`src/rtl/core/bpd_pkg.sv`:
```
// Shared types and constants for the byte-sum packet deframer.
package bpd_pkg;

	localparam int MAX_PAYLOAD_BYTES = 512;
	localparam int HDR_BYTES         = 12;
	localparam int CSUM_BYTES        = 4;
	localparam int EVENT_END         = 8;
	localparam int WORD_BYTES        = 8;
	localparam int CMDQ_DEPTH        = 2;

	localparam int LEN_W      = 10;
	localparam int POS_W      = 10;
	localparam int NB_W       = 4;
	localparam int IDX_W      = $clog2(MAX_PAYLOAD_BYTES);
	localparam int ROWS       = (MAX_PAYLOAD_BYTES + WORD_BYTES - 1) / WORD_BYTES;
	localparam int ROW_W      = (ROWS > 1) ? $clog2(ROWS) : 1;
	localparam int CMDQ_PTR_W = $clog2(CMDQ_DEPTH);

	localparam logic [LEN_W-1:0] MAX_PAYLOAD_RESET = LEN_W'(512);
	localparam logic [LEN_W-1:0] LEN_SAT           = '1;

	localparam logic [1:0] KIND_DATA = 2'd0;
	localparam logic [1:0] KIND_CSUM = 2'd1;
	localparam logic [1:0] KIND_LEN  = 2'd2;

	typedef struct packed {
		logic [7:0] rx_byte;
		logic       chunk_end;
	} in_item_t;

	typedef struct packed {
		logic [1:0]       kind;
		logic [31:0]      event_code;
		logic [LEN_W-1:0] payload_length;
		logic [63:0]      data_word;
		logic [NB_W-1:0]  bytes_valid;
		logic             last;
	} out_item_t;

	typedef struct packed {
		logic [1:0]       kind;
		logic [31:0]      event_code;
		logic [LEN_W-1:0] payload_length;
	} cmd_t;

	typedef struct packed {
		logic             en;
		logic [IDX_W-1:0] addr;
		logic [7:0]       data;
	} wr_t;

endpackage

```
`src/rtl/core/bpd_cmd_fifo.sv`:
```
// Short request queue between the parser and the emitter.
module bpd_cmd_fifo import bpd_pkg::*; (
	input  logic clk,
	input  logic arst_n,
	input  logic push,
	input  cmd_t push_cmd,
	input  logic pop,
	output cmd_t head,
	output logic empty,
	output logic full
);

	cmd_t                  entry_q [CMDQ_DEPTH];
	logic [CMDQ_PTR_W-1:0] wr_ptr_q;
	logic [CMDQ_PTR_W-1:0] rd_ptr_q;
	logic [CMDQ_PTR_W:0]   cnt_q;

	assign head  = entry_q[rd_ptr_q];
	assign empty = cnt_q == '0;
	assign full  = cnt_q == (CMDQ_PTR_W+1)'(CMDQ_DEPTH);

	always_ff @(posedge clk or negedge arst_n) begin
		if (!arst_n) begin
			wr_ptr_q <= '0;
			rd_ptr_q <= '0;
			cnt_q    <= '0;
		end else begin
			if (push) begin
				wr_ptr_q <= wr_ptr_q + 1'b1;
			end
			if (pop) begin
				rd_ptr_q <= rd_ptr_q + 1'b1;
			end
			unique case ({push, pop})
				2'b10:   cnt_q <= cnt_q + 1'b1;
				2'b01:   cnt_q <= cnt_q - 1'b1;
				default: cnt_q <= cnt_q;
			endcase
		end
	end

	always_ff @(posedge clk) begin
		if (push) begin
			entry_q[wr_ptr_q] <= push_cmd;
		end
	end

endmodule

```
`config.mk`:
```
export PLATFORM = sky130hd
export DESIGN_NAME = bpd_cmd_fifo
export DESIGN_NICKNAME = d
export VERILOG_FILES = /design/src/rtl/core/bpd_pkg.sv /design/src/rtl/core/bpd_cmd_fifo.sv
export SDC_FILE = /design/constraint.sdc
export NUM_CORES = 1
export LEC_CHECK = 0
export BUFFER_PORTS_ARGS = -buffer_cell sky130_fd_sc_hd__buf_4
export CAP_MARGIN = 0
export CORE_MARGIN = 3
export CORE_UTILIZATION = 25
export CTS_CLUSTER_DIAMETER = 120
export CTS_CLUSTER_SIZE = 28
export DETAILED_ROUTE_END_ITERATION = 10
export GPL_ROUTABILITY_DRIVEN = 0
export GPL_TIMING_DRIVEN = 0
export PLACE_DENSITY = 0.52
export SYNTH_ARGS = -nofsm -noshare
export SYNTH_HDL_FRONTEND = slang
export SYNTH_SLANG_ARGS = --single-unit
```
`constraint.sdc`:
```
create_clock -name clk -period 3.4 [get_ports clk]
set_input_delay 0.68 -clock clk [delete_from_list [all_inputs] [get_ports clk]]
set_output_delay 0.68 -clock clk [all_outputs]
set_load 0.05 [all_outputs]
```
After elaboration in Yosys (flattened, before gate mapping)
Memory sizes are Yosys's and may differ from the RTL's.
Cells that the tools add are included.
{"block": "word_totals", "regBits": 4, "ram_bits": 88, "wordCells": 16, "mem_count": 1}
{"memory": "entry_q", "depth": 2, "word_bits": 44, "read_ports": 1, "rd_ports_with_merged_regs": 0, "wr": 1, "line_no": "bpd_cmd_fifo.sv:13", "text": "cmd_t entry_q [CMDQ_DEPTH];"}
{"block": "op_classes", "add_sub_neg": 4, "eq_ne": 3, "mux": 3, "n_reduce_logical": 2}
{"cell": "2-bit equality test, second input constant", "count": 2}
{"cell": "2-bit one-hot mux with 2 select lines", "count": 1}
{"cell": "1-bit adder, second input constant", "count": 2}
{"cell": "2-bit by 1-bit adder with 2-bit output, second input constant", "count": 1}
{"cell": "2-bit by 1-bit equality test with 1-bit output, second input constant", "count": 1}
{"cell": "2-bit zero test", "count": 1}
{"cell": "1-bit 2-to-1 mux", "count": 2}
{"cell": "2-bit nonzero test", "count": 1}
{"cell": "2-bit by 1-bit subtractor with 2-bit output, second input constant", "count": 1}

Depth between registers and ports, before layout
{"block": "logic_depth", "depth_word": 2, "ltp_mapped": 5, "depth_no_buf": 5}

Worst setup path after synthesis
Ideal clock, no wire load.
{"block": "synth_timing", "path_kind": "input port to flip-flop", "start": "input port push", "end": "memory entry_q[0][0] in the netlist's numbering, enable pin", "setup_ps": 446, "t_arrival_ps": 2587, "required_ps": 2954, "setup_slack_ps": 367, "path_stages": 2, "n_path_buf": 0, "path_cell_list": "inv_1 > nor2_1"}
{"block": "synth_between", "elab_chain_len": 2}
{"item": "from (decl)", "line_no": "bpd_cmd_fifo.sv:5", "text": "input logic push,"}
{"item": "1-bit 2-to-1 mux", "line_no": "bpd_cmd_fifo.sv:43", "text": "if (push) begin"}
{"item": "1-bit 2-to-1 mux (not written as such)", "line_no": "bpd_cmd_fifo.sv:44", "text": "entry_q[wr_ptr_q] <= push_cmd;"}
{"item": "to (decl)", "line_no": "bpd_cmd_fifo.sv:13"}
Every way passes these cells.

==> key figures <==
Clocking
  • CTS tree: built
  • Worst-skew pair later-pin latency: 340 ps
  • PostCTS Resize Cnt: 0
  • Clock Path Buffers: 2
  • CTS sink cnt: 92
  • Post-CTS setup buffers: 0
  • Cts bufs inserted: 9
  • H-tree Lvls: 3
  • Clock root buffer: clkbuf_16
  • Worst-path clk slew: 60 ps
  • CTS Hold Bufs: 0

Run
  • Max_cap viols: 0

Critical path
  • Crit path kind: reg2out
  • WP buf/inv: 3
  • CP cell instances: buf_6 > buf_12 > mux2_4 > buf_4
  • CP Data Required Time: 2720 ps
  • Delay-heaviest family, CP: buffers and inverters
  • Arrival @ worst endpoint: 1530 ps
  • CP endpoint kind: output pin
  • Critical path's largest stage delay: 330 ps
  • Crit path max-delay cell type: dfrtp_1
  • CP Launch Type: flip-flop
  • Biggest fanout along the worst timing path: 10

Drt
  • Number of nets with antenna violations after routing: 0
  • Via density: 3.88
  • Via count: 1706
  • DRC viols: 0
  • Routed len/inst: 14.1 um
  • First-pass DRT Iterations: 4
  • Initial DRC count: 92
  • Drt total wl: 6210 um

Final layout
  • Finished Core Util: 35.7%
  • Layout area overhead: 35.9%
  • Share of cells above drive strength 1: 60.2%
  • Finished Cell Area: 0.00484 mm^2
  • Commonest non-fill, non-tap cell in the layout: buf_4
  • # nets final: 308
  • Ant. Diodes: 0
  • Commonest non-fill, non-tap cells in the layout: buf_4, edfxtp_1, mux2_4

Synth
  • Mapped cell area: 0.00356 mm^2
  • Yosys warnings: 0
  • Synth area leaders: edfxtp_1, mux2_4, dfrtp_1
  • FF+latch count, synth: 92
  • Post-Syn Nets: 202
  • Area share of the largest cell type after synthesis: 74.2%
  • Syn Area/Cell: 23.3 um^2
  • Netlist cell types: 13
  • Post-Syn Instances: 153
  • Cell taking the most area after synthesis: edfxtp_1
  • Seq/Total Area, Yosys: 77.0%

Power
  • Clock power share: 21.8%
  • Leak: 1.91 nW
  • VDD IR max: 0.368 mV
  • Comb pwr share: 45.1%
  • Sw Ratio: 37.2%
  • NetSw: 1.77 mW
  • Pwr per Cell Area: 983 mW/mm^2
  • Flop pwr share: 33.0%
  • Pint: 2.99 mW

Placement
  • Post-DP Area: 0.00453 mm^2
  • DP HPWL: 4210 um
  • Setup Slack @ Placement: 1360 ps
  • I/O Buffers: 93

Floorplanning
  • I/O pin count: 94
  • Core Box Area: 0.0136 mm^2
  • Die footprint: 0.0157 mm^2
  • Starting density of the core: 26.3%
  • Row count: 42
  • Die width: 125 um
  • Vert. Die Dim: 125 um

Global routing
  • Largest net degree at the start of global routing: 24
  • First-pass GRT wire length: 9800 um
  • Antenna violations before repair: 0
  • Total global-route track usage: 8.24%
  • Number of global-route vias before repair: 1893
  • Grt ovf: 0

Timing
  • Minimum clock period: 2210 ps
  • Skew final: 6.85 ps
  • Setup TNS: 0 ps
  • Max frequency: 0.452 GHz
  • Final setup viols: 0
  • Final hold slack: 132 ps
  • Hold violation total from the final report: 0
  • Pins over their slew limit: 0
  • Worst-margin pin slew: 703 ps
  • RSZ-0062 raised after global routing: false
  • Headroom to the max-slew limit: 53.0%
  • Final setup margin: 1190 ps
  • Tcrit/Tclk final: 65.1%

Status
  • Status: completed

Hold path
  • Worst hold path type: in2async
==> worst paths after layout <==
| path | startpoint | to | slack [ps] | cells past startpoint |
|---|---|---|---|---|
| worst max register to register | wr_ptr_q$_DFFE_PN0P_ | entry_q[0][23]$_DFFE_PP_ | 1810 | 2 |
| worst min-delay path | arst_n | cnt_q[0]$_DFFE_PN0P_ | 130 | 1 |
| worst max-delay path | rd_ptr_q$_DFFE_PN0P_ | head[40] | 1190 | 4 |
| worst min register to register | cnt_q[1]$_DFFE_PN0P_ | cnt_q[1]$_DFFE_PN0P_ | 480 | 1 |
| max in group asynchronous | arst_n | wr_ptr_q$_DFFE_PN0P_ | 3170 | 1 |
| min in group clk | cnt_q[1]$_DFFE_PN0P_ | cnt_q[1]$_DFFE_PN0P_ | 480 | 1 |
==> synthesized netlist by cell type <==
library cell,count
edfxtp_1,88
mux2_4,39
mux2_2,5
buf_12,4
dfrtp_1,4
nor2_1,3
xor2_1,3
xnor2_1,2
and2_1,1
buf_6,1
ha_1,1
inv_1,1
nor2b_1,1
==> per-stage QoR <==
step                power [mW]  cells
floorplan                 3.21    153
global placement          3.76    422
detailed placement        3.78    424
CTS                       4.84    440
global route              4.96    440
finish                    4.75    440
==> power by group through the flow <==
stage | clock network [mW] | registers, mW | logic [mW]
final | 1.04 | 1.57 | 2.15
after floorplan | 0 | 1.59 | 1.62
after CTS | 1.08 | 1.57 | 2.19
after global placement | 0 | 1.61 | 2.15
after global routing | 1.12 | 1.59 | 2.24
after detailed placement | 0 | 1.60 | 2.18
==> cell families after synthesis <==
logic type               count (synthesis)  share of synthesized area (%)
AND/OR/NAND/NOR                          5                          0.668
multiplexers                            44                           18.0
XOR/XNOR                                 5                           1.23
adder cells (fa/ha/maj)                  1                          0.351
buffers and inverters                    6                           2.67
flip-flops                              92                           77.0
==> flip-flops by register name, summed over array words and instances (netlist names) <==
signal	flops
entry_q	88
cnt_q	2
rd_ptr_q	1
wr_ptr_q	1
==> per-layer routing <==
| metal | global-route usage [%] | wire [um] | vias to the layer above |
|---|---|---|---|
| li1 | - | - | 803 |
| met1 | 9.82 | 2740 | 830 |
| met5 | 0 | 0 | - |
| met4 | 3.44 | 74 | 0 |
| met2 | 12.5 | 2890 | 66 |
| met3 | 4.35 | 509 | 7 |
==> cell type report <==
cell class	count	area, um^2
Sequential cell	92	2740
Buffer	5	91.3
Inverter	1	3.75
Clock inverter	4	73.8
Tap cell	176	220
Multi-Input combinational cell	55	731
Timing Repair Buffer	95	738
Clock buffer	12	236
Fill cell	1300	8720
No activity file was read; power rests on OpenSTA's default activity.
