--- src/rtl/core/bpd_pkg.sv ---
// Shared types and constants for the byte-sum packet deframer.
package bpd_pkg;

	localparam int MAX_PAYLOAD_BYTES = 512;
	localparam int HDR_BYTES         = 12;
	localparam int CSUM_BYTES        = 4;
	localparam int EVENT_END         = 8;
	localparam int WORD_BYTES        = 8;
	localparam int CMDQ_DEPTH        = 2;

	localparam int LEN_W      = 10;
	localparam int POS_W      = 10;
	localparam int NB_W       = 4;
	localparam int IDX_W      = $clog2(MAX_PAYLOAD_BYTES);
	localparam int ROWS       = (MAX_PAYLOAD_BYTES + WORD_BYTES - 1) / WORD_BYTES;
	localparam int ROW_W      = (ROWS > 1) ? $clog2(ROWS) : 1;
	localparam int CMDQ_PTR_W = $clog2(CMDQ_DEPTH);

	localparam logic [LEN_W-1:0] MAX_PAYLOAD_RESET = LEN_W'(512);
	localparam logic [LEN_W-1:0] LEN_SAT           = '1;

	localparam logic [1:0] KIND_DATA = 2'd0;
	localparam logic [1:0] KIND_CSUM = 2'd1;
	localparam logic [1:0] KIND_LEN  = 2'd2;

	typedef struct packed {
		logic [7:0] rx_byte;
		logic       chunk_end;
	} in_item_t;

	typedef struct packed {
		logic [1:0]       kind;
		logic [31:0]      event_code;
		logic [LEN_W-1:0] payload_length;
		logic [63:0]      data_word;
		logic [NB_W-1:0]  bytes_valid;
		logic             last;
	} out_item_t;

	typedef struct packed {
		logic [1:0]       kind;
		logic [31:0]      event_code;
		logic [LEN_W-1:0] payload_length;
	} cmd_t;

	typedef struct packed {
		logic             en;
		logic [IDX_W-1:0] addr;
		logic [7:0]       data;
	} wr_t;

endpackage

--- src/rtl/core/bpd_front.sv ---
// Header parser, checksum accumulator and frame classifier.
module bpd_front import bpd_pkg::*; (
	input  logic             clk,
	input  logic             arst_n,
	input  logic             cfg_wr_en,
	input  logic [LEN_W-1:0] cfg_wr_data,
	input  logic             in_valid,
	output logic             in_ready,
	input  in_item_t         in_data,
	output logic             push,
	output cmd_t             push_cmd,
	input  logic             fifo_full,
	input  logic             data_done,
	output wr_t              wr
);

	logic [POS_W-1:0] pos_q;
	logic [31:0]      sum_q;
	logic [31:0]      exp_q;
	logic [31:0]      event_q;
	logic [31:0]      flen_q;
	logic             drop_q;
	logic             busy_q;
	logic [LEN_W-1:0] max_q;

	logic             accept;
	logic             live;
	logic [7:0]       b;
	logic [LEN_W-1:0] limit;
	logic             in_exp;
	logic             in_evt;
	logic             in_len;
	logic             in_pay;
	logic [31:0]      sum_n;
	logic [31:0]      exp_n;
	logic [31:0]      event_n;
	logic [31:0]      flen_n;
	logic [POS_W-1:0] pos_n;
	logic [POS_W-1:0] pay_cnt;
	logic             hdr_done;
	logic             too_big;
	logic             more;
	logic             complete;
	logic             sum_bad;
	logic             err;

	always_comb begin
		in_ready = !fifo_full && !busy_q;
		accept   = in_valid && in_ready;
		live     = accept && !drop_q;
		b        = in_data.rx_byte;
		limit    = (max_q > LEN_W'(MAX_PAYLOAD_BYTES)) ? LEN_W'(MAX_PAYLOAD_BYTES) : max_q;

		in_exp = pos_q < POS_W'(CSUM_BYTES);
		in_evt = !in_exp && (pos_q < POS_W'(EVENT_END));
		in_len = (pos_q >= POS_W'(EVENT_END)) && (pos_q < POS_W'(HDR_BYTES));
		in_pay = pos_q >= POS_W'(HDR_BYTES);

		sum_n   = in_exp ? sum_q : sum_q + {24'b0, b};
		exp_n   = in_exp ? {b, exp_q[31:8]} : exp_q;
		event_n = in_evt ? {b, event_q[31:8]} : event_q;
		flen_n  = in_len ? {b, flen_q[31:8]} : flen_q;

		pos_n    = pos_q + 1'b1;
		pay_cnt  = pos_n - POS_W'(HDR_BYTES);
		hdr_done = pos_n == POS_W'(HDR_BYTES);
		too_big  = hdr_done && (flen_n > 32'(limit));
		more     = hdr_done ? (flen_n != '0)
		                    : ((pos_n < POS_W'(HDR_BYTES)) || (32'(pay_cnt) < flen_q));
		complete = !too_big && !more;
		sum_bad  = sum_n != exp_n;
		err      = too_big || (complete && sum_bad);

		push = live && (too_big || complete);
		priority if (too_big) begin
			push_cmd.kind = KIND_LEN;
		end else if (sum_bad) begin
			push_cmd.kind = KIND_CSUM;
		end else begin
			push_cmd.kind = KIND_DATA;
		end
		push_cmd.event_code     = event_n;
		push_cmd.payload_length = (flen_n > 32'(LEN_SAT)) ? LEN_SAT : flen_n[LEN_W-1:0];

		wr.en   = live && in_pay;
		wr.addr = IDX_W'(pos_q - POS_W'(HDR_BYTES));
		wr.data = b;
	end

	always_ff @(posedge clk or negedge arst_n) begin
		if (!arst_n) begin
			pos_q   <= '0;
			sum_q   <= '0;
			exp_q   <= '0;
			event_q <= '0;
			flen_q  <= '0;
			drop_q  <= 1'b0;
			busy_q  <= 1'b0;
			max_q   <= MAX_PAYLOAD_RESET;
		end else begin
			if (cfg_wr_en) begin
				max_q <= cfg_wr_data;
			end
			if (data_done) begin
				busy_q <= 1'b0;
			end else if (push && (push_cmd.kind == KIND_DATA)) begin
				busy_q <= 1'b1;
			end
			if (accept) begin
				if (drop_q) begin
					if (in_data.chunk_end) begin
						drop_q <= 1'b0;
					end
				end else begin
					exp_q   <= exp_n;
					event_q <= event_n;
					flen_q  <= flen_n;
					if (push) begin
						pos_q  <= '0;
						sum_q  <= '0;
						drop_q <= err && !in_data.chunk_end;
					end else begin
						pos_q <= pos_n;
						sum_q <= sum_n;
					end
				end
			end
		end
	end

	// payload buffer must not be overwritten while a frame drains
	a_no_write_busy: assert property (@(posedge clk) disable iff (!arst_n)
		wr.en |-> !busy_q) else $error("payload write while frame drains");

	a_push_room: assert property (@(posedge clk) disable iff (!arst_n)
		push |-> !fifo_full) else $error("request pushed into full queue");

endmodule

--- config.mk ---
export PLATFORM = sky130hd
export DESIGN_NAME = bpd_front
export DESIGN_NICKNAME = d
export VERILOG_FILES = /design/src/rtl/core/bpd_pkg.sv /design/src/rtl/core/bpd_front.sv
export SDC_FILE = /design/constraint.sdc
export NUM_CORES = 1
export LEC_CHECK = 0
export ABC_CLOCK_PERIOD_IN_PS = 4700
export BUFFER_PORTS_ARGS = -buffer_cell sky130_fd_sc_hd__buf_4
export CAP_MARGIN = 10
export CORE_ASPECT_RATIO = 0.75
export CORE_MARGIN = 5
export CORE_UTILIZATION = 55
export CTS_BUF_LIST = sky130_fd_sc_hd__clkbuf_8
export DETAILED_ROUTE_END_ITERATION = 10
export HOLD_SLACK_MARGIN = 0.1
export PLACE_DENSITY = 0.78
export SYNTH_ARGS = -nofsm -noshare
export SYNTH_HDL_FRONTEND = slang
export SYNTH_SLANG_ARGS = --single-unit
--- constraint.sdc ---
create_clock -name clk -period 4.7 [get_ports clk]
set_input_delay 0.705 -clock clk [delete_from_list [all_inputs] [get_ports clk]]
set_output_delay 0.705 -clock clk [all_outputs]
set_load 0.01 [all_outputs]
### Word level (Yosys, flattened, before mapping)

Index checks and enable logic that the tools add are counted.

| cells by class | value |
|---|---|
| $add $sub $neg | 4 |
| order comparisons | 10 |
| bitwise operators | 1 |
| reduce and logical (&&, ||, !) cells | 26 |
| muxes and demuxes | 16 |
| eq/ne operators | 2 |

Operators with widths:

| operator | number |
|---|---|
| $mux 32 | 5 |
| $add 32x8->32 | 1 |
| $gt 32x10->1 | 1 |
| $gt 32x10->1 const B | 1 |
| $lt 10x32->1 | 1 |
| $ne 32x32->1 | 1 |
| $reduce_bool 32->1 | 1 |
| $lt 10x4->1 const B | 3 |
| $mux 10 | 3 |
| $ge 10x4->1 const B | 2 |
| $logic_and 1x1->1 | 12 |
| $add 10x1->10 const B | 1 |
| $eq 10x4->1 const B | 1 |
| $gt 10x10->1 const B | 1 |
| $lt 10x3->1 const B | 1 |
| $sub 10x4->10 const B | 1 |
| $sub 9x4->9 const B | 1 |
| $logic_not 1->1 | 7 |
| $mux 1 | 7 |
| $logic_or 1x1->1 | 3 |
| $logic_not 2->1 | 1 |
| $mux 2 | 1 |
| $reduce_and 2->1 | 1 |
| $reduce_bool 2->1 | 1 |
| $not 1->1 | 1 |

| storage, ports and cells | value |
|---|---|
| flip-flop bits (word level) | 150 |
| word-level logic and storage cells | 67 |
| output and inout port bits | 64 |
| input port bits | 25 |

### Depth between registers and ports, before layout

| logic depth | value |
|---|---|
| depth in word-level cells | 12 |
| gate-level depth with buffers | 21 |
| gate-level depth less buffers | 18 |

### Worst setup path after synthesis

OpenSTA, ideal clock, no wires.

| timing path | value |
|---|---|
| kind | register -> output |
| start point | register pos_q[7] |
| end point | output push |
| arrival time | 4081 ps |
| path buffers | 4 |
| required time | 3995 ps |
| cell stages (with the launch flop) | 18 |
| path slack | -86 ps |
| cells stage by stage | dfrtp_1 -> buf_6 -> or4_4 -> buf_6 -> or4_4 -> buf_6 -> mux2i_4 -> inv_1 -> ha_1 -> a2111oi_0 -> o21ai_0 -> o21a_1 -> a2111o_1 -> and2_1 -> a21boi_1 -> o211ai_2 -> clkbuf_1 -> and2_1 |

| on the way | value |
|---|---|
| word-level cells in the longest chain between the ends | 9 |
| elaborated cells on any way between the ends | 19 |
| classes of those cells | add/sub: 2; order compare: 5; eq/ne: 1; mux: 2; reduce/logical: 9 |

Ends and longest elaborated chain:

| element | line | source |
|---|---|---|
| start: declaration | bpd_front.sv:17 | `logic [POS_W-1:0] pos_q;` |
| start signal: assignment | bpd_front.sv:123 | `pos_q <= pos_n;` |
| $ge 10x4->1 / $lt 10x4->1 (equally long branches) | bpd_front.sv:56 | `in_len = (pos_q >= POS_W'(EVENT_END)) && (pos_q < POS_W'(HDR_BYTES));` |
| $logic_and 1x1->1 (*) | bpd_front.sv:56 |  |
| $mux 32 (*) | bpd_front.sv:62 | `flen_n = in_len ? {b, flen_q[31:8]} : flen_q;` |
| via flen_n[7] | bpd_front.sv:37 | `logic [31:0] flen_n;` |
| $gt 32x10->1 / $reduce_bool 32->1 (equally long branches) | bpd_front.sv:67, bpd_front.sv:68 |  |
| $logic_and 1x1->1 / $mux 1 (equally long branches) | bpd_front.sv:67, bpd_front.sv:68 |  |
| $logic_not 1->1 | bpd_front.sv:70 | `complete = !too_big && !more;` |
| $logic_and 1x1->1 | bpd_front.sv:70 |  |
| $logic_or 1x1->1 (*) | bpd_front.sv:74 | `push = live && (too_big \|\| complete);` |
| $logic_and 1x1->1 (*) | bpd_front.sv:74 |  |
| end: declaration | bpd_front.sv:10 | `output logic push,` |

Mark *: on every way through the listed nets, which the timed path passes. The rest lies on a longest branch.

### Final worst setup path

| timing path | value |
|---|---|
| start point | register pos_q[8] |
| end point | output push |

Same word-level chain as after synthesis.

==> flow_results.org <==
** Outcome
- Status :: finished with violations
- The final reports fail on negative setup slack.

** Routing
- Total vias in the final route :: around 8800
- Final wirelength :: 28.07 mm
- Post-DR wirelength/cell :: between 15 and 20 um
- The detail route stage leaves a number of antenna-violating nets equal to 0.
- Via density per instance :: 6.146
- The first detailed-routing pass ran for 6 iterations.
- First DRT Iteration DRCs :: ~900
- Drt drc :: 0

** Global route
- Combined global-route utilization of all metal layers :: 27.29%
- Via count of the first global-routing pass :: approximately 8300
- Entering global routing, the biggest net connects 93 pins.
- Antenna violations before repair :: 0
- Residual overflow from global routing :: 0
- Global-route wire length before repair :: 45.06 mm

** STA
- Across the routed clock network, the largest skew measured is between 0.01 and 0.015 ns.
- The worst path uses 105.4% of the clock period.
- Derived from the worst setup path, the maximum achievable clock frequency is 201.8 MHz.
- Number of setup violations in the final report :: 3
- Hold_ws :: roughly 0.3 ns
- Post-route setup slack :: -0.2544 ns
- Setup repair after global routing could not meet its margin everywhere.
- Normalized max-slew margin :: between 40% and 50%
- The max-slew violation total from the final report is 0.
- The final-report hold violation count was 0.
- Subtracting the final worst setup slack from the clock period gives 4.954 ns.
- At the pin with the least slew margin, the transition time is approximately 0.86 ns.

** Clock tree
- The tree built by TritonCTS fans out to 150 sinks.
- Counting along the longest clock path gives a buffer depth of 2.
- Clock buffer count from CTS :: 17
- The clock reaches the later pin of the worst-skew pair after ~0.48 ns.
- Buffer type at the clock tree root :: sky130_fd_sc_hd__clkbuf_8
- Number of H-tree branching levels :: 4
- Clock tree from TritonCTS :: built
- Clock-pin slew on the worst setup and hold paths :: 0.09 ns

** Cells and area
- Cells with a size suffix above 1 make up around a quarter of the layout.
- Compared with the post-synthesis result, the final layout area differs by 16.16%.
- The top cell types in the final layout, fill and taps aside, are 175 x sky130_fd_sc_hd__nand2_1, 149 x sky130_fd_sc_hd__dfrtp_1, 136 x sky130_fd_sc_hd__buf_4.
- Final instance count without filler cells :: approximately 1400
- Final antenna diode count :: 0
- Leaving out fill and tap cells, the most frequent cell in the layout is sky130_fd_sc_hd__nand2_1.
- Layout net count :: about 1200

** Worst setup path
- The startpoint identified for the worst register-to-register timing path is pos_q[8].
- Reg-to-reg critical path endpoint :: pos_q[7]
- Crit path arrival time :: 4.25 ns
- Worst R2R Setup Slack :: approximately 0.080 ns
- The critical path is of the flop to primary output type.
- STA classifies the critical path endpoint as a primary output.
- Data required time at the worst endpoint :: around 4 ns
- Critical Path, Cell by Cell :: or4_4 -> or4_4 -> mux2i_1 -> inv_1 -> ha_1 -> a2111oi_4 -> o21ai_1 -> o21a_1 -> a2111o_1 -> and2_4 -> a21boi_4 -> o211ai_2 -> and2_4 -> buf_6
- In this run the worst path has a maximum fanout of 8.
- For this design, the slowest cell found on the critical path is sky130_fd_sc_hd__or4_4.
- CP Launch Type :: flop
- For this run, the slowest stage of the critical path takes ~0.62 ns.
- Measured in cells, the most critical reg-to-reg path has a length of 17.

** Synth
- Summing every instance area after synthesis gives around 9900 um^2.
- After synthesis the netlist holds a flip-flop and latch count of 150.
- Yosys mapped a number of flops with a built-in enable equal to 0.
- Mean Syn Cell Area :: around 9.1 um^2
- For this run, the register share of the synthesized area comes to between 30 and 40%.
- For this run, the number of Yosys warnings is 0.
- Counting distinct cell types in the post-synthesis netlist gives 69.
- The most used flip-flop cell after synthesis is sky130_fd_sc_hd__dfrtp_1.
- Counting every net in the synthesized netlist gives around 1100.
- Of all flip-flops after synthesis, the portion carrying an async set or reset was 100.0%.
- Synthesis produced around 1100 cells.

** Pwr
- Part of the total power dissipated in the clock network :: between 15 and 20%
- Sequential share of power :: a little under a third
- Net switching is approximately 43% of the power.
- For this design the static power due to leakage is about 5.3 nW.
- The worst-case IR drop observed on VDD is around 0.41 mV.
- Internal power :: approximately 4.2 mW
- In this run, the combinational gates consume a little over half of the power.
- Power spread over the standard cell area amounts to 639.1 nW/um^2.
- Switching power total :: between 3 and 4 mW

** Die
- Starting utilization of the core area :: a little under three fifths
- The floorplan step defined a die boundary enclosing 20820 um^2.
- Die outline height :: between 100 and 150 um
- Site Rows :: 42
- Die extent in x :: 165.0 um
- Top-level I/O count :: between 80 and 90
- The core region is between 15000 and 20000 um^2.

** Job
- Across the run, the number of max-cap violations was 0.

** Hold path
- The path class of the tightest hold or removal check is input pin to async pin.

** Place
- Final HPWL DP :: a little under 20 mm
- Gp weighted congestion :: between 0.9 and 1
- Port bufs :: a little under 90
- Total instance count after detailed placement :: 1384
[cell usage after synthesis, drive strengths merged (8+ instances only)]
cell type | count | area, um^2
xor2 | 24 | 210.2
inv | 38 | 142.6
nor3 | 20 | 100.1
o22ai | 9 | 56.30
mux2i | 18 | 192.7
nor3b | 8 | 60.06
xnor2 | 44 | 385.4
mux2 | 88 | 991.0
o21ai | 78 | 394.1
nor2 | 45 | 171.4
nand4 | 23 | 143.9
buf | 22 | 167.6
a21oi | 30 | 150.1
dfrtp | 149 | 3729
o211ai | 10 | 85.08
nand3 | 14 | 70.07
nor4 | 23 | 158.9
a211oi | 8 | 60.06
and3 | 18 | 112.6
a31oi | 9 | 56.30
clkbuf | 55 | 206.5
nand2 | 176 | 663.1
a22o | 16 | 140.1
nor2b | 15 | 93.84
and2 | 13 | 81.33
a21o | 18 | 135.1
ha | 32 | 400.4
[how the worst max path moves through the flow]
stage / start / end / slack, ns
after floorplan: pos_q[7] / push / 0.01
after global placement: in_data[1] / push_cmd[42] / -0.08
after detailed placement: in_data[1] / push_cmd[42] / -0.13
after CTS: pos_q[8] / push / -0.22
after global routing: pos_q[8] / push / -0.43
final: pos_q[8] / push / -0.25
[flip-flops by register name, summed over array words and instances, names as in the netlist]
| name | count |
|---|---|
| pos_q | 10 |
| busy_q | 1 |
| flen_q | 32 |
| event_q | 32 |
| sum_q | 32 |
| exp_q | 32 |
| drop_q | 1 |
| max_q | 10 |
[power by group through the flow]
stage / registers (mW) / logic (mW) / clock network, mW
3_5_place_dp: 2.21 / 3.68 / 0
6_report: 2.22 / 4.01 / 1.13
5_1_grt: 2.27 / 4.38 / 1.20
2_1_floorplan: 2.03 / 2.62 / 0
4_1_cts: 2.20 / 3.85 / 1.14
3_3_place_gp: 2.19 / 3.62 / 0
[logic make-up after synthesis]
group           share of synthesized area [%]
simple gates                            18.99
compound gates                          15.41
flops                                   37.91
buf+inv                                 5.255
mux                                     11.95
xor+xnor                                6.240
fa+ha+maj                               4.245
[repair_timing]
action                     in CTS  in global routing
cloned                          0                  0
pin swaps                      12                  3
hold buffers                    0                  0
setup endpoints to repair       3                  7
setup buffers                   6                  3
resized for setup              22                 16
[critical path, delay by kind of cell (launching register included)]
kind	cells	cell delay, ns
DFF	1	0.39
and+or+nand+nor	4	1.53
muxes	1	0.25
AOI/OAI and AO/OA	6	1.16
buffers and inverters	2	0.21
adders and majority gates	1	0.25
[per-stage QoR]
step                      instance area, um^2   TNS, ns  power, mW  setup slack (ns)  util [%]
after floorplan                          9910         0      4.647           0.01193         -
after global placement                  10830  -0.08449      5.813          -0.08449     61.34
after detailed placement                10830   -0.1317      5.892           -0.1317     61.34
after CTS                               11430   -0.4865      7.190           -0.2170     64.73
after global routing                    11500    -2.259      7.852           -0.4269     65.16
final                                   11500   -0.6481      7.352           -0.2544     65.16
[layout make-up]
type / instances / area [um^2]
inverter: 39 / 146.4
clock buffer: 17 / 234.0
tap: 242 / 302.8
multi-input combinational: 823 / 5802
clock inverter: 15 / 210.2
timing repair buffer: 139 / 1055
fill: 1439 / 6152
sequential: 150 / 3755
[routing by layer]
metal	routed length [um]	GRT usage (%)	up-vias
met1	12680	41.58	4217
met2	11700	37.29	455
li1	-	-	4040
met4	457	6.406	0
met3	3228	9.210	46
met5	0	0	-
Power figures use the tool's default switching activity.
